`src/hw/rtl/sas_pkg.sv`:
```
// Shared constants, payload types and helpers for the sprite animation sequencer.
// No dependencies.
package sas_pkg;

    localparam int ANIM_SLOTS  = 16;
    localparam int MAX_COLUMNS = 16;
    localparam int TIME_BITS   = 16;

    localparam int ID_W       = 4;
    localparam int ADDR_W     = $clog2(ANIM_SLOTS);
    localparam int FC_W       = 9;
    localparam int CELL_W     = FC_W + 1;
    localparam int COL_W      = $clog2(MAX_COLUMNS + 1);
    localparam int ACC_W      = TIME_BITS + 1;
    localparam int Q_W        = 17;
    localparam int CFG_IDX_W  = 3;
    localparam int CFG_DATA_W = 17;

    localparam logic [Q_W-1:0] Q_ONE = 17'h10000;

    localparam logic [1:0] MODE_TICK = 2'd0;
    localparam logic [1:0] MODE_ADD  = 2'd1;
    localparam logic [1:0] MODE_PLAY = 2'd2;
    localparam logic [1:0] MODE_IDLE = 2'd3;

    localparam logic [1:0] ST_OK      = 2'd0;
    localparam logic [1:0] ST_ZERO_ID = 2'd1;
    localparam logic [1:0] ST_UNKNOWN = 2'd2;

    localparam logic [CFG_IDX_W-1:0] REG_COLUMNS = 3'd0;
    localparam logic [CFG_IDX_W-1:0] REG_CELL_W  = 3'd1;
    localparam logic [CFG_IDX_W-1:0] REG_CELL_H  = 3'd2;
    localparam logic [CFG_IDX_W-1:0] REG_REPEAT  = 3'd3;

    typedef struct packed {
        logic [1:0]  mode;
        logic [15:0] elapsed_ticks;
        logic [3:0]  anim_id;
        logic [8:0]  first_cell;
        logic [8:0]  frame_total;
        logic [15:0] frame_delay_ticks;
    } item_t;

    typedef struct packed {
        logic [1:0]  status;
        logic        frame_changed;
        logic [3:0]  cell_column;
        logic [7:0]  cell_row;
        logic [16:0] u_left;
        logic [16:0] u_right;
        logic [16:0] v_low;
        logic [16:0] v_high;
        logic [3:0]  playing_id;
        logic [7:0]  frame_number;
        logic        idle_flag;
    } result_t;

    typedef struct packed {
        logic [FC_W-1:0]      first_cell;
        logic [FC_W-1:0]      frame_total;
        logic [TIME_BITS-1:0] delay;
    } entry_t;

    typedef struct packed {
        logic [CELL_W-1:0] quot;
        logic [COL_W-1:0]  rem;
    } div_res_t;

    typedef struct packed {
        logic [Q_W-1:0] u_left;
        logic [Q_W-1:0] u_right;
        logic [Q_W-1:0] v_low;
        logic [Q_W-1:0] v_high;
    } tex_t;

    function automatic logic [ADDR_W-1:0] id_addr(input logic [ID_W-1:0] id);
        logic [7:0] ext;
        ext = 8'(id);
        return ext[ADDR_W-1:0];
    endfunction

    // Fit a 16-bit time field to the time width.
    function automatic logic [TIME_BITS-1:0] time_fit(input logic [15:0] t);
        logic [31:0] ext;
        ext = 32'(t);
        return ext[TIME_BITS-1:0];
    endfunction

endpackage

```
`src/hw/rtl/sas_channels.sv`:
```
// Valid/ready channel interfaces: item input, result output, register writes.
// Depends on sas_pkg.
interface sas_item_if;
    import sas_pkg::*;
    logic  valid;
    logic  ready;
    item_t data;
    modport source (output valid, output data, input ready);
    modport sink (input valid, input data, output ready);
endinterface

interface sas_result_if;
    import sas_pkg::*;
    logic    valid;
    logic    ready;
    result_t data;
    modport source (output valid, output data, input ready);
    modport sink (input valid, input data, output ready);
endinterface

interface sas_cfg_if;
    import sas_pkg::*;
    logic                  valid;
    logic                  ready;
    logic [CFG_IDX_W-1:0]  index;
    logic [CFG_DATA_W-1:0] wdata;
    modport source (output valid, output index, output wdata, input ready);
    modport sink (input valid, input index, input wdata, output ready);
endinterface

```
`src/hw/rtl/sas_ram.sv`:
```
// Generic single-port-write, single-port-read RAM with registered read data.
// No dependencies.
module sas_ram #(
    parameter int WIDTH = 8,
    parameter int DEPTH = 16
) (
    input  logic                     clk,
    input  logic                     we,
    input  logic [$clog2(DEPTH)-1:0] waddr,
    input  logic [WIDTH-1:0]         wdata,
    input  logic [$clog2(DEPTH)-1:0] raddr,
    output logic [WIDTH-1:0]         rdata
);

    logic [WIDTH-1:0] mem [DEPTH];

    always_ff @(posedge clk)
    begin
        if (we)
        begin
            mem[waddr] <= wdata;
        end
        rdata <= mem[raddr];
    end

endmodule

```
`src/hw/rtl/sas_celldiv.sv`:
```
// Bit-serial restoring divider: sheet cell index by column count.
// Depends on sas_pkg.
module sas_celldiv (
    input  logic                      clk,
    input  logic                      rst_n,
    input  logic                      start,
    input  logic [sas_pkg::CELL_W-1:0] dividend,
    input  logic [sas_pkg::COL_W-1:0]  divisor,
    output logic                      done,
    output sas_pkg::div_res_t         res
);
    import sas_pkg::*;

    localparam int CNT_W = $clog2(CELL_W + 1);

    logic              busy_reg;
    logic              done_reg;
    logic [CNT_W-1:0]  cnt_reg;
    logic [CELL_W-1:0] quo_reg;
    logic [COL_W-1:0]  rem_reg;
    logic [COL_W-1:0]  dsr_reg;

    logic [COL_W:0]    shifted;
    logic [COL_W:0]    diff;
    logic              fits;
    logic [COL_W-1:0]  rem_next;
    logic [CELL_W-1:0] quo_next;

    always_comb
    begin
        shifted  = {rem_reg, quo_reg[CELL_W-1]};
        fits     = shifted >= {1'b0, dsr_reg};
        diff     = shifted - {1'b0, dsr_reg};
        rem_next = fits ? diff[COL_W-1:0] : shifted[COL_W-1:0];
        quo_next = {quo_reg[CELL_W-2:0], fits};
    end

    always_ff @(posedge clk or negedge rst_n)
    begin
        if (!rst_n)
        begin
            busy_reg <= 1'b0;
            done_reg <= 1'b0;
            cnt_reg  <= '0;
            quo_reg  <= '0;
            rem_reg  <= '0;
            dsr_reg  <= '0;
        end
        else
        begin
            done_reg <= 1'b0;
            if (start)
            begin
                quo_reg  <= dividend;
                rem_reg  <= '0;
                dsr_reg  <= divisor;
                cnt_reg  <= CNT_W'(CELL_W);
                busy_reg <= 1'b1;
            end
            else if (busy_reg)
            begin
                rem_reg <= rem_next;
                quo_reg <= quo_next;
                cnt_reg <= cnt_reg - 1'b1;
                if (cnt_reg == CNT_W'(1))
                begin
                    busy_reg <= 1'b0;
                    done_reg <= 1'b1;
                end
            end
        end
    end

    assign done     = done_reg;
    assign res.quot = quo_reg;
    assign res.rem  = rem_reg;

endmodule

```
`src/hw/rtl/sas_texmap.sv`:
```
// Texture bounds of one sheet cell: registered products, then Q1.16 saturation.
// Depends on sas_pkg.
module sas_texmap (
    input  logic                       clk,
    input  logic                       load,
    input  logic [sas_pkg::COL_W-1:0]  col,
    input  logic [sas_pkg::CELL_W-1:0] row,
    input  logic [sas_pkg::Q_W-1:0]    cell_w,
    input  logic [sas_pkg::Q_W-1:0]    cell_h,
    output sas_pkg::tex_t              tex
);
    import sas_pkg::*;

    localparam int PU_W = COL_W + Q_W;
    localparam int PV_W = CELL_W + 1 + Q_W;

    logic [PU_W-1:0] ul_reg, ur_reg;
    logic [PV_W-1:0] vh_reg, vl_reg;

    logic [COL_W-1:0]  col_inc;
    logic [CELL_W:0]   row_inc;

    function automatic logic [Q_W-1:0] sat_u(input logic [PU_W-1:0] p);
        return (p > PU_W'(Q_ONE)) ? Q_ONE : p[Q_W-1:0];
    endfunction

    function automatic logic [Q_W-1:0] one_minus(input logic [PV_W-1:0] p);
        return (p >= PV_W'(Q_ONE)) ? '0 : Q_ONE - p[Q_W-1:0];
    endfunction

    always_comb
    begin
        // col stays below the column count, so col + 1 fits
        col_inc = col + 1'b1;
        row_inc = {1'b0, row} + 1'b1;
    end

    always_ff @(posedge clk)
    begin
        if (load)
        begin
            ul_reg <= PU_W'(col) * PU_W'(cell_w);
            ur_reg <= PU_W'(col_inc) * PU_W'(cell_w);
            vh_reg <= PV_W'(row) * PV_W'(cell_h);
            vl_reg <= PV_W'(row_inc) * PV_W'(cell_h);
        end
    end

    always_comb
    begin
        tex.u_left  = sat_u(ul_reg);
        tex.u_right = sat_u(ur_reg);
        tex.v_low   = one_minus(vl_reg);
        tex.v_high  = one_minus(vh_reg);
    end

endmodule

```
`src/hw/rtl/sprite_animation_sequencer.sv`:
```
// Channel   | Dir | Carries
// ----------+-----+-------------------------------------------------------
// item      | in  | one operation per beat: tick, add, play, set idle
// result    | out | status, frame change with cell and texture bounds, state
// cfg       | in  | register index and write data, always ready
//
// A beat without a frame change goes through S_EXEC and S_OUT into the output
// register once accepted; a frame change adds the bit-serial cell divider (one
// quotient bit per cycle) and the product stage. The next item is taken the cycle
// after the result register loads. A stalled result holds the next item in S_OUT.
// The animation table sits in one synchronous RAM: read on accept, written
// back in the execute cycle, so no two items touch it at once.
// Reset clears the valid bits and scalar state at once; there is no clearing pass.
// The output register holds one result; the next item is taken while it waits.
// Depends on sas_pkg, sas_channels, sas_ram, sas_celldiv, sas_texmap.
module sprite_animation_sequencer (
    input  logic          clk,
    input  logic          rst_n,
    sas_item_if.sink      item,
    sas_result_if.source  result,
    sas_cfg_if.sink       cfg
);
    import sas_pkg::*;

    typedef enum logic [1:0] {
        S_IDLE,
        S_EXEC,
        S_DIV,
        S_OUT
    } state_t;

    localparam int SUM_W = ACC_W + 1;

    state_t                state_reg, state_next;
    item_t                 item_reg, item_next;
    logic [ANIM_SLOTS-1:0] valid_reg, valid_next;
    logic [ID_W-1:0]       cur_reg, cur_next;
    logic [ID_W-1:0]       idle_reg, idle_next;
    logic [ACC_W-1:0]      acc_reg, acc_next;
    logic [FC_W-1:0]       fc_reg, fc_next;
    logic                  ids_reg, ids_next;
    result_t               pend_reg, pend_next;
    logic                  draw_reg, draw_next;
    logic                  out_valid_reg, out_valid_next;
    result_t               out_data_reg, out_data_next;
    logic [4:0]            columns_reg, columns_next;
    logic [Q_W-1:0]        cell_w_reg, cell_w_next;
    logic [Q_W-1:0]        cell_h_reg, cell_h_next;
    logic                  repeat_reg, repeat_next;

    logic                  ram_we;
    logic [ADDR_W-1:0]     ram_waddr;
    entry_t                ram_wdata;
    logic [ADDR_W-1:0]     ram_raddr;
    logic [$bits(entry_t)-1:0] ram_rdata;

    logic                  div_start;
    logic [CELL_W-1:0]     div_dividend;
    logic [COL_W-1:0]      cols;
    logic                  div_done;
    div_res_t              div_res;
    logic                  tex_load;
    tex_t                  tex;

    sas_ram #(
        .WIDTH ($bits(entry_t)),
        .DEPTH (ANIM_SLOTS)
    ) u_table (
        .clk   (clk),
        .we    (ram_we),
        .waddr (ram_waddr),
        .wdata (ram_wdata),
        .raddr (ram_raddr),
        .rdata (ram_rdata)
    );

    sas_celldiv u_celldiv (
        .clk      (clk),
        .rst_n    (rst_n),
        .start    (div_start),
        .dividend (div_dividend),
        .divisor  (cols),
        .done     (div_done),
        .res      (div_res)
    );

    sas_texmap u_texmap (
        .clk    (clk),
        .load   (tex_load),
        .col    (div_res.rem),
        .row    (div_res.quot),
        .cell_w (cell_w_reg),
        .cell_h (cell_h_reg),
        .tex    (tex)
    );

    assign item.ready   = (state_reg == S_IDLE);
    assign cfg.ready    = 1'b1;
    assign result.valid = out_valid_reg;
    assign result.data  = out_data_reg;

    // Read the record a tick will use, or the one named by the item.
    always_comb
    begin
        if (item.data.mode == MODE_TICK)
        begin
            ram_raddr = id_addr((cur_reg == '0) ? idle_reg : cur_reg);
        end
        else
        begin
            ram_raddr = id_addr(item.data.anim_id);
        end
    end

    always_comb
    begin
        if (columns_reg == '0)
        begin
            cols = COL_W'(1);
        end
        else if (32'(columns_reg) > MAX_COLUMNS)
        begin
            cols = COL_W'(MAX_COLUMNS);
        end
        else
        begin
            cols = COL_W'(columns_reg);
        end
    end

    always_comb
    begin
        entry_t            ent;
        logic [ADDR_W-1:0] addr;
        logic              in_range;
        logic              known;
        logic              early;
        logic [SUM_W-1:0]  acc_sum;
        logic [CELL_W-1:0] cell_sum;
        result_t           res;

        ent      = entry_t'(ram_rdata);
        addr     = id_addr(item_reg.anim_id);
        in_range = 32'(item_reg.anim_id) < ANIM_SLOTS;
        known    = (item_reg.anim_id != '0) && in_range && valid_reg[addr];
        early    = 1'b0;
        acc_sum  = '0;
        cell_sum = '0;
        res      = pend_reg;

        state_next     = state_reg;
        item_next      = item_reg;
        valid_next     = valid_reg;
        cur_next       = cur_reg;
        idle_next      = idle_reg;
        acc_next       = acc_reg;
        fc_next        = fc_reg;
        ids_next       = ids_reg;
        pend_next      = pend_reg;
        draw_next      = draw_reg;
        out_valid_next = out_valid_reg;
        out_data_next  = out_data_reg;
        columns_next   = columns_reg;
        cell_w_next    = cell_w_reg;
        cell_h_next    = cell_h_reg;
        repeat_next    = repeat_reg;

        ram_we                = 1'b0;
        ram_waddr             = addr;
        ram_wdata.first_cell  = item_reg.first_cell;
        ram_wdata.frame_total = item_reg.frame_total;
        ram_wdata.delay       = time_fit(item_reg.frame_delay_ticks);
        div_start             = 1'b0;
        div_dividend          = '0;
        tex_load              = 1'b0;

        if (cfg.valid && cfg.ready)
        begin
            unique case (cfg.index)
                REG_COLUMNS: columns_next = cfg.wdata[4:0];
                REG_CELL_W:  cell_w_next  = cfg.wdata;
                REG_CELL_H:  cell_h_next  = cfg.wdata;
                REG_REPEAT:  repeat_next  = cfg.wdata[0];
                default:     ;
            endcase
        end

        if (out_valid_reg && result.ready)
        begin
            out_valid_next = 1'b0;
        end

        unique case (state_reg)
            S_IDLE:
            begin
                if (item.valid)
                begin
                    item_next  = item.data;
                    state_next = S_EXEC;
                end
            end

            S_EXEC:
            begin
                pend_next        = '0;
                pend_next.status = ST_OK;
                draw_next        = 1'b0;
                unique case (item_reg.mode)
                    MODE_TICK:
                    begin
                        if (cur_reg == '0)
                        begin
                            ids_next = 1'b1;
                            if (idle_reg == '0)
                            begin
                                early = 1'b1;
                            end
                            else
                            begin
                                draw_next = 1'b1;
                                cur_next  = idle_reg;
                            end
                        end
                        if (!early)
                        begin
                            acc_sum  = {1'b0, acc_reg}
                                     + SUM_W'(time_fit(item_reg.elapsed_ticks));
                            // saturate the accumulator
                            acc_next = acc_sum[ACC_W] ? '1 : acc_sum[ACC_W-1:0];
                            if (acc_next >= ACC_W'(ent.delay))
                            begin
                                draw_next = 1'b1;
                                acc_next  = acc_next - ACC_W'(ent.delay);
                                fc_next   = fc_reg + 1'b1;
                                if (fc_next >= ent.frame_total)
                                begin
                                    fc_next = '0;
                                    if (!repeat_reg)
                                    begin
                                        ids_next = 1'b1;
                                        cur_next = idle_reg;
                                        if (idle_reg == '0)
                                        begin
                                            acc_next  = '0;
                                            draw_next = 1'b0;
                                        end
                                    end
                                end
                            end
                        end
                    end

                    MODE_ADD:
                    begin
                        if (item_reg.anim_id == '0)
                        begin
                            pend_next.status = ST_ZERO_ID;
                        end
                        else if (!in_range)
                        begin
                            pend_next.status = ST_UNKNOWN;
                        end
                        else if (!valid_reg[addr])
                        begin
                            ram_we           = 1'b1;
                            valid_next[addr] = 1'b1;
                        end
                    end

                    MODE_PLAY:
                    begin
                        if (!known)
                        begin
                            pend_next.status = ST_UNKNOWN;
                        end
                        else
                        begin
                            cur_next  = item_reg.anim_id;
                            fc_next   = '0;
                            acc_next  = '0;
                            ids_next  = 1'b0;
                            draw_next = 1'b1;
                        end
                    end

                    MODE_IDLE:
                    begin
                        if (!known)
                        begin
                            pend_next.status = ST_UNKNOWN;
                        end
                        else
                        begin
                            idle_next = item_reg.anim_id;
                            if (ids_reg && (cur_reg != item_reg.anim_id))
                            begin
                                cur_next  = item_reg.anim_id;
                                fc_next   = '0;
                                acc_next  = '0;
                                draw_next = 1'b1;
                            end
                        end
                    end
                endcase

                pend_next.playing_id   = cur_next;
                pend_next.frame_number = fc_next[7:0];
                pend_next.idle_flag    = ids_next;

                // Draw from the record just read, even on a fallback to idle.
                cell_sum     = {1'b0, ent.first_cell} + {1'b0, fc_next};
                div_dividend = (cell_sum == '0) ? '0 : cell_sum - 1'b1;

                if (draw_next)
                begin
                    div_start  = 1'b1;
                    state_next = S_DIV;
                end
                else
                begin
                    state_next = S_OUT;
                end
            end

            S_DIV:
            begin
                if (div_done)
                begin
                    tex_load   = 1'b1;
                    state_next = S_OUT;
                end
            end

            S_OUT:
            begin
                if (draw_reg)
                begin
                    res.frame_changed = 1'b1;
                    res.cell_column   = 4'(div_res.rem);
                    res.cell_row      = (div_res.quot > CELL_W'(255)) ? 8'hFF
                                                                      : div_res.quot[7:0];
                    res.u_left        = tex.u_left;
                    res.u_right       = tex.u_right;
                    res.v_low         = tex.v_low;
                    res.v_high        = tex.v_high;
                end
                if (!out_valid_reg || result.ready)
                begin
                    out_valid_next = 1'b1;
                    out_data_next  = res;
                    state_next     = S_IDLE;
                end
            end
        endcase
    end

    always_ff @(posedge clk or negedge rst_n)
    begin
        if (!rst_n)
        begin
            state_reg     <= S_IDLE;
            item_reg      <= '0;
            valid_reg     <= '0;
            cur_reg       <= '0;
            idle_reg      <= '0;
            acc_reg       <= '0;
            fc_reg        <= '0;
            ids_reg       <= 1'b0;
            pend_reg      <= '0;
            draw_reg      <= 1'b0;
            out_valid_reg <= 1'b0;
            out_data_reg  <= '0;
            columns_reg   <= 5'd1;
            cell_w_reg    <= Q_ONE;
            cell_h_reg    <= Q_ONE;
            repeat_reg    <= 1'b0;
        end
        else
        begin
            state_reg     <= state_next;
            item_reg      <= item_next;
            valid_reg     <= valid_next;
            cur_reg       <= cur_next;
            idle_reg      <= idle_next;
            acc_reg       <= acc_next;
            fc_reg        <= fc_next;
            ids_reg       <= ids_next;
            pend_reg      <= pend_next;
            draw_reg      <= draw_next;
            out_valid_reg <= out_valid_next;
            out_data_reg  <= out_data_next;
            columns_reg   <= columns_next;
            cell_w_reg    <= cell_w_next;
            cell_h_reg    <= cell_h_next;
            repeat_reg    <= repeat_next;
        end
    end

endmodule

```
`src/flat_wrapper.sv`:
```
// flat-port wrapper written by rule: the top's interface ports become plain ports
module sprite_animation_sequencer_flat import sas_pkg::*;
  (clk, rst_n, item_valid, item_data, item_ready, result_valid, result_data, result_ready, cfg_valid, cfg_index, cfg_wdata, cfg_ready);
  sas_item_if item_i ();
  sas_result_if result_i ();
  sas_cfg_if cfg_i ();
  input  logic clk;
  input  logic rst_n;
  input wire logic [$bits(item_i.valid)-1:0] item_valid;
  input wire logic [$bits(item_i.data)-1:0] item_data;
  output wire logic [$bits(item_i.ready)-1:0] item_ready;
  output wire logic [$bits(result_i.valid)-1:0] result_valid;
  output wire logic [$bits(result_i.data)-1:0] result_data;
  input wire logic [$bits(result_i.ready)-1:0] result_ready;
  input wire logic [$bits(cfg_i.valid)-1:0] cfg_valid;
  input wire logic [$bits(cfg_i.index)-1:0] cfg_index;
  input wire logic [$bits(cfg_i.wdata)-1:0] cfg_wdata;
  output wire logic [$bits(cfg_i.ready)-1:0] cfg_ready;
  assign item_i.valid = item_valid;
  assign item_i.data = item_data;
  assign item_ready = item_i.ready;
  assign result_valid = result_i.valid;
  assign result_data = result_i.data;
  assign result_i.ready = result_ready;
  assign cfg_i.valid = cfg_valid;
  assign cfg_i.index = cfg_index;
  assign cfg_i.wdata = cfg_wdata;
  assign cfg_ready = cfg_i.ready;
  sprite_animation_sequencer u_core (.clk(clk), .rst_n(rst_n), .item(item_i), .result(result_i), .cfg(cfg_i));
endmodule
```
`config.mk`:
```
export PLATFORM = sky130hd
export DESIGN_NAME = sprite_animation_sequencer_flat
export DESIGN_NICKNAME = d
export VERILOG_FILES = /design/src/hw/rtl/sas_pkg.sv /design/src/hw/rtl/sas_channels.sv /design/src/hw/rtl/sas_ram.sv /design/src/hw/rtl/sas_celldiv.sv /design/src/hw/rtl/sas_texmap.sv /design/src/hw/rtl/sprite_animation_sequencer.sv /design/src/flat_wrapper.sv
export SDC_FILE = /design/constraint.sdc
export NUM_CORES = 2
export LEC_CHECK = 0
export BUFFER_PORTS_ARGS = -buffer_cell sky130_fd_sc_hd__buf_2
export CORE_UTILIZATION = 59
export DETAILED_ROUTE_END_ITERATION = 8
export PLACE_DENSITY = 0.78
export SLEW_MARGIN = 40
export SYNTH_ARGS = -nofsm -noshare
export SYNTH_HDL_FRONTEND = slang
export SYNTH_SLANG_ARGS = --single-unit
```
`constraint.sdc`:
```
create_clock -name clk -period 15.76 [get_ports clk]
set_clock_uncertainty 0.15 [all_clocks]
set_input_delay 2.364 -clock clk [delete_from_list [all_inputs] [get_ports clk]]
set_output_delay 2.364 -clock clk [all_outputs]
set_load 0.05 [all_outputs]
```
==> summary.md <==
| Metric | Value |
|---|---|
| Status | `finished clean` |
| Critical path required time | `16.13 ns` |
| Hold buffers post-CTS | `0` |
| Rows | `111` |
| Critical path data arrival time | `7.79 ns` |
| Hold endpoint | `u_core.valid_reg[0]` |
| Number of global-route vias before repair | `35130` |
| Worst setup EP type | `flip-flop` |
| Setup violators final | `0` |
| Starting Density | `0.5982` |
| CTS tree | `built` |
| First-pass iteration count of the detailed router | `5` |
| Area grow syn2layout | `10.51%` |
| Final WL | `125200 um` |
| Largest net degree at the start of global routing | `127` |
| Maxcap violations | `0` |
| CP max stage delay | `0.72 ns` |
| Fin Setup TNS | `0 ns` |
| Power Dens Cells | `88.80 nW/um2` |
| 1st-iter DRT viols | `approximately 3200` |
| R2R Path Start | `u_core.acc_reg[1]` |
| Fmax achieved | `134.6 MHz` |
| RePlAce Congestion | `0.8772` |
| Clock slew at reported path FFs | `0.07 ns` |
| P_leak | `approximately 24 nW` |
| Post-CTS setup buffer count | `0` |
| Synth unique cells | `between 80 and 90` |
| Top FF cell, synth | `edfxtp_1` |
| Antenna violations before repair | `3` |
| Fin. Hold Viols | `0` |
| Via-to-Cell Ratio | `approximately 6` |
| Clock Sinks | `952` |
| Fin util | `0.6611` |
| Largest area contributor in the netlist | `edfxtp_1` |
| Register bit count reported by yosys | `952` |
| Async set-reset flop share out of synthesis | `0.2889` |
| Worst skew pair latency | `0.70 ns` |
| Post-route ant nets | `0` |
| Peak supply drop | `~0.13 mV` |
| Mean post-synth cell area | `between 10 and 15 um2` |
| Post-DP HPWL | `about 80000 um` |
| Clock Path Buffers | `3` |
| Die Ht | `around 300 um` |
| Hold depth | `0` |
| GRT overflow | `0` |
| Synth warn | `0` |
| Multi-input combinational cell area | `26290 um2` |
| Rel. slew slack | `0.4250` |
| Part of the cycle the worst path needs | `0.4713` |
| R2r setup slk | `8.33 ns` |
| CP top delay family | `compound AO/OA/AOI/OAI gates` |
| Total core area | `slightly above 90000 um2` |
| Hold path start | `u_core.valid_reg[0]` |
| Synthesized area | `55080 um2` |
| Buf/Inv on CP | `0` |
| Io pins | `180` |
| First-pass GRT wire length | `197500 um` |
| Worst min path class | `flip-flop to flip-flop` |
| Post_cts resized | `0` |
| Max Slew Vio Count | `0` |
| Worst path depth | `26` |
| Critical path's slowest cell | `nor4_2` |
| Unrepaired setup endpoints after global routing | `false` |
| Post-synthesis sequential area ratio | `0.4879` |
| Vias | `34560` |
| Period minus WS final | `approximately 7.4 ns` |
| Worst Setup Path Type | `flip-flop to flip-flop` |
| Die area | `94580 um2` |
| Worst R2R Path Depth | `26` |
| Inst Count DP | `5635` |
| Ratio of cells with drive above 1 in the final layout | `0.1631` |
| Worst slew pin tran | `about 0.86 ns` |
| Chip width | `307.5 um` |
| Top cells by area, synth | `edfxtp_1, fa_1, dfrtp_1` |
| Worst hold margin | `0.2219 ns` |
| Setup crit start kind | `flip-flop` |
| Post-route DRC violation count | `0` |
| CP most frequent cell | `a21o_1` |
| Number of flip-flops in the largest register | `between 500 and 600` |
| Fillcell total | `between 6000 and 7000` |
| R2r endpoint | `u_core.u_celldiv.quo_reg[4]` |
| Yosys top cell area share | `0.3505` |
| Register area | `26890 um2` |
| Fin nets | `5176` |
| TritonCTS Buffers | `95` |
| Root Driver | `clkbuf_16` |
| Overall Global Routing Usage | `0.2712` |
| Post-synth EDFFs | `643` |
| Layout Cells excl Fill | `5820` |
| Crit Path Max Fanout | `10` |
| DR WL/cell | `21.52 um` |
| PortBufs | `178` |
| Synth Instances | `4325` |
| H-tree depth | `3` |
## routing by layer
metal,GRT usage,part of all wire,wire [um]
met1,0.3740,0.41,50870
met2,0.4376,0.48,60250
met3,0.04611,0.080,9965
met4,0.09603,0.033,4163
met5,0,0,0
## per-stage QoR
stage	area, um2	setup slack, ns	power, mW
2_1_floorplan	55210	9.115	3.007
3_3_place_gp	57460	8.600	3.134
3_5_place_dp	57570	8.483	3.143
4_1_cts	60770	8.425	5.438
5_1_grt	60860	7.877	5.565
6_report	60870	8.332	5.405
## power breakdown
part           leakage, nW  switching (mW)  total, mW  internal, mW
Clock                 1.55            1.00       2.31          1.31
Combinational         14.0           0.176      0.308         0.132
Sequential            8.65           0.105       2.79          2.68
Total                 24.2            1.28       5.41          4.13
## cell families (layout without fill, tap and decap cells)
| group | after synthesis | count (layout) | share of synthesized area |
|---|---|---|---|
| XOR/XNOR | 159 | 159 | 0.02528 |
| AO/OA/AOI/OAI | 596 | 596 | 0.07085 |
| other | 2 | 37 | 0.0001363 |
| AND/OR/NAND/NOR | 1120 | 1120 | 0.09956 |
| adder cells (fa/ha/maj) | 602 | 602 | 0.1839 |
| buffers and inverters | 588 | 805 | 0.04205 |
| flip-flops | 952 | 952 | 0.4879 |
| multiplexers | 306 | 306 | 0.09032 |
## synthesized netlist by cell type, types with 16 or more instances
cell type  count
xor2_1        52
or3_1         17
xnor2_1      107
nand2b_1      45
dfrtp_1      272
nand2_1      485
a22o_1        33
nor2_1       118
o21ai_0      159
a21o_1        50
dfxtp_1       34
a211oi_1      54
o21a_1        34
clkbuf_1     159
nor4_1        22
nor2b_1      112
nand3_1       40
and2_1       168
mux2_2       116
or2_2         25
edfxtp_1     643
fa_1         346
a21oi_1      142
inv_1        381
buf_2         24
ha_1         256
mux4_2       137
mux2i_1       49
nor3_1        35
o21bai_1      16
## worst register-to-register path, delay by kind of cell, from the launching register on
kind | cells | cell delay (ns)
flip-flops | 1 | 0.41
adder cells (fa/ha/maj) | 3 | 0.95
AND/OR/NAND/NOR | 5 | 1.46
AO/OA/AOI/OAI | 18 | 4.28
## cell type report
class	instances	share of cell area
diodes	2	0.00008222
clock buffers	124	0.04259
clock inverters	55	0.01005
inverters	381	0.02349
multi-input cells	2818	0.4319
flip-flops and latches	952	0.4418
well taps	1243	0.02555
repair buffers	245	0.02460
## worst max path at each step
stage	start	end	slack, ns
after floorplan	u_core.acc_reg[1]	u_core.u_celldiv.quo_reg[2]	9.11
after global placement	u_core.u_celldiv.quo_reg[0]	u_core.u_texmap.vl_reg[27]	8.60
after detailed placement	u_core.acc_reg[1]	u_core.u_celldiv.quo_reg[3]	8.48
after CTS	u_core.acc_reg[1]	u_core.u_celldiv.quo_reg[4]	8.43
after global routing	u_core.acc_reg[1]	u_core.u_celldiv.quo_reg[4]	7.88
final	u_core.acc_reg[1]	u_core.u_celldiv.quo_reg[4]	8.33
## cell usage in the layout (no fill, tap or decap), drive strengths merged, types with 34 or more instances in the layout
cell type	count
nand2	486
ha	256
a211oi	58
clkbuf	125
dfxtp	34
a21oi	145
a21o	51
nor2b	112
mux2i	50
mux4	140
nand3	40
dfrtp	272
xor2	52
nor2	118
edfxtp	643
xnor2	107
o21a	34
nand2b	45
conb	35
nor3	35
o21ai	170
inv	387
fa	346
and2	168
buf	244
mux2	116
Note: power is estimated with default switching activity, not from simulation.
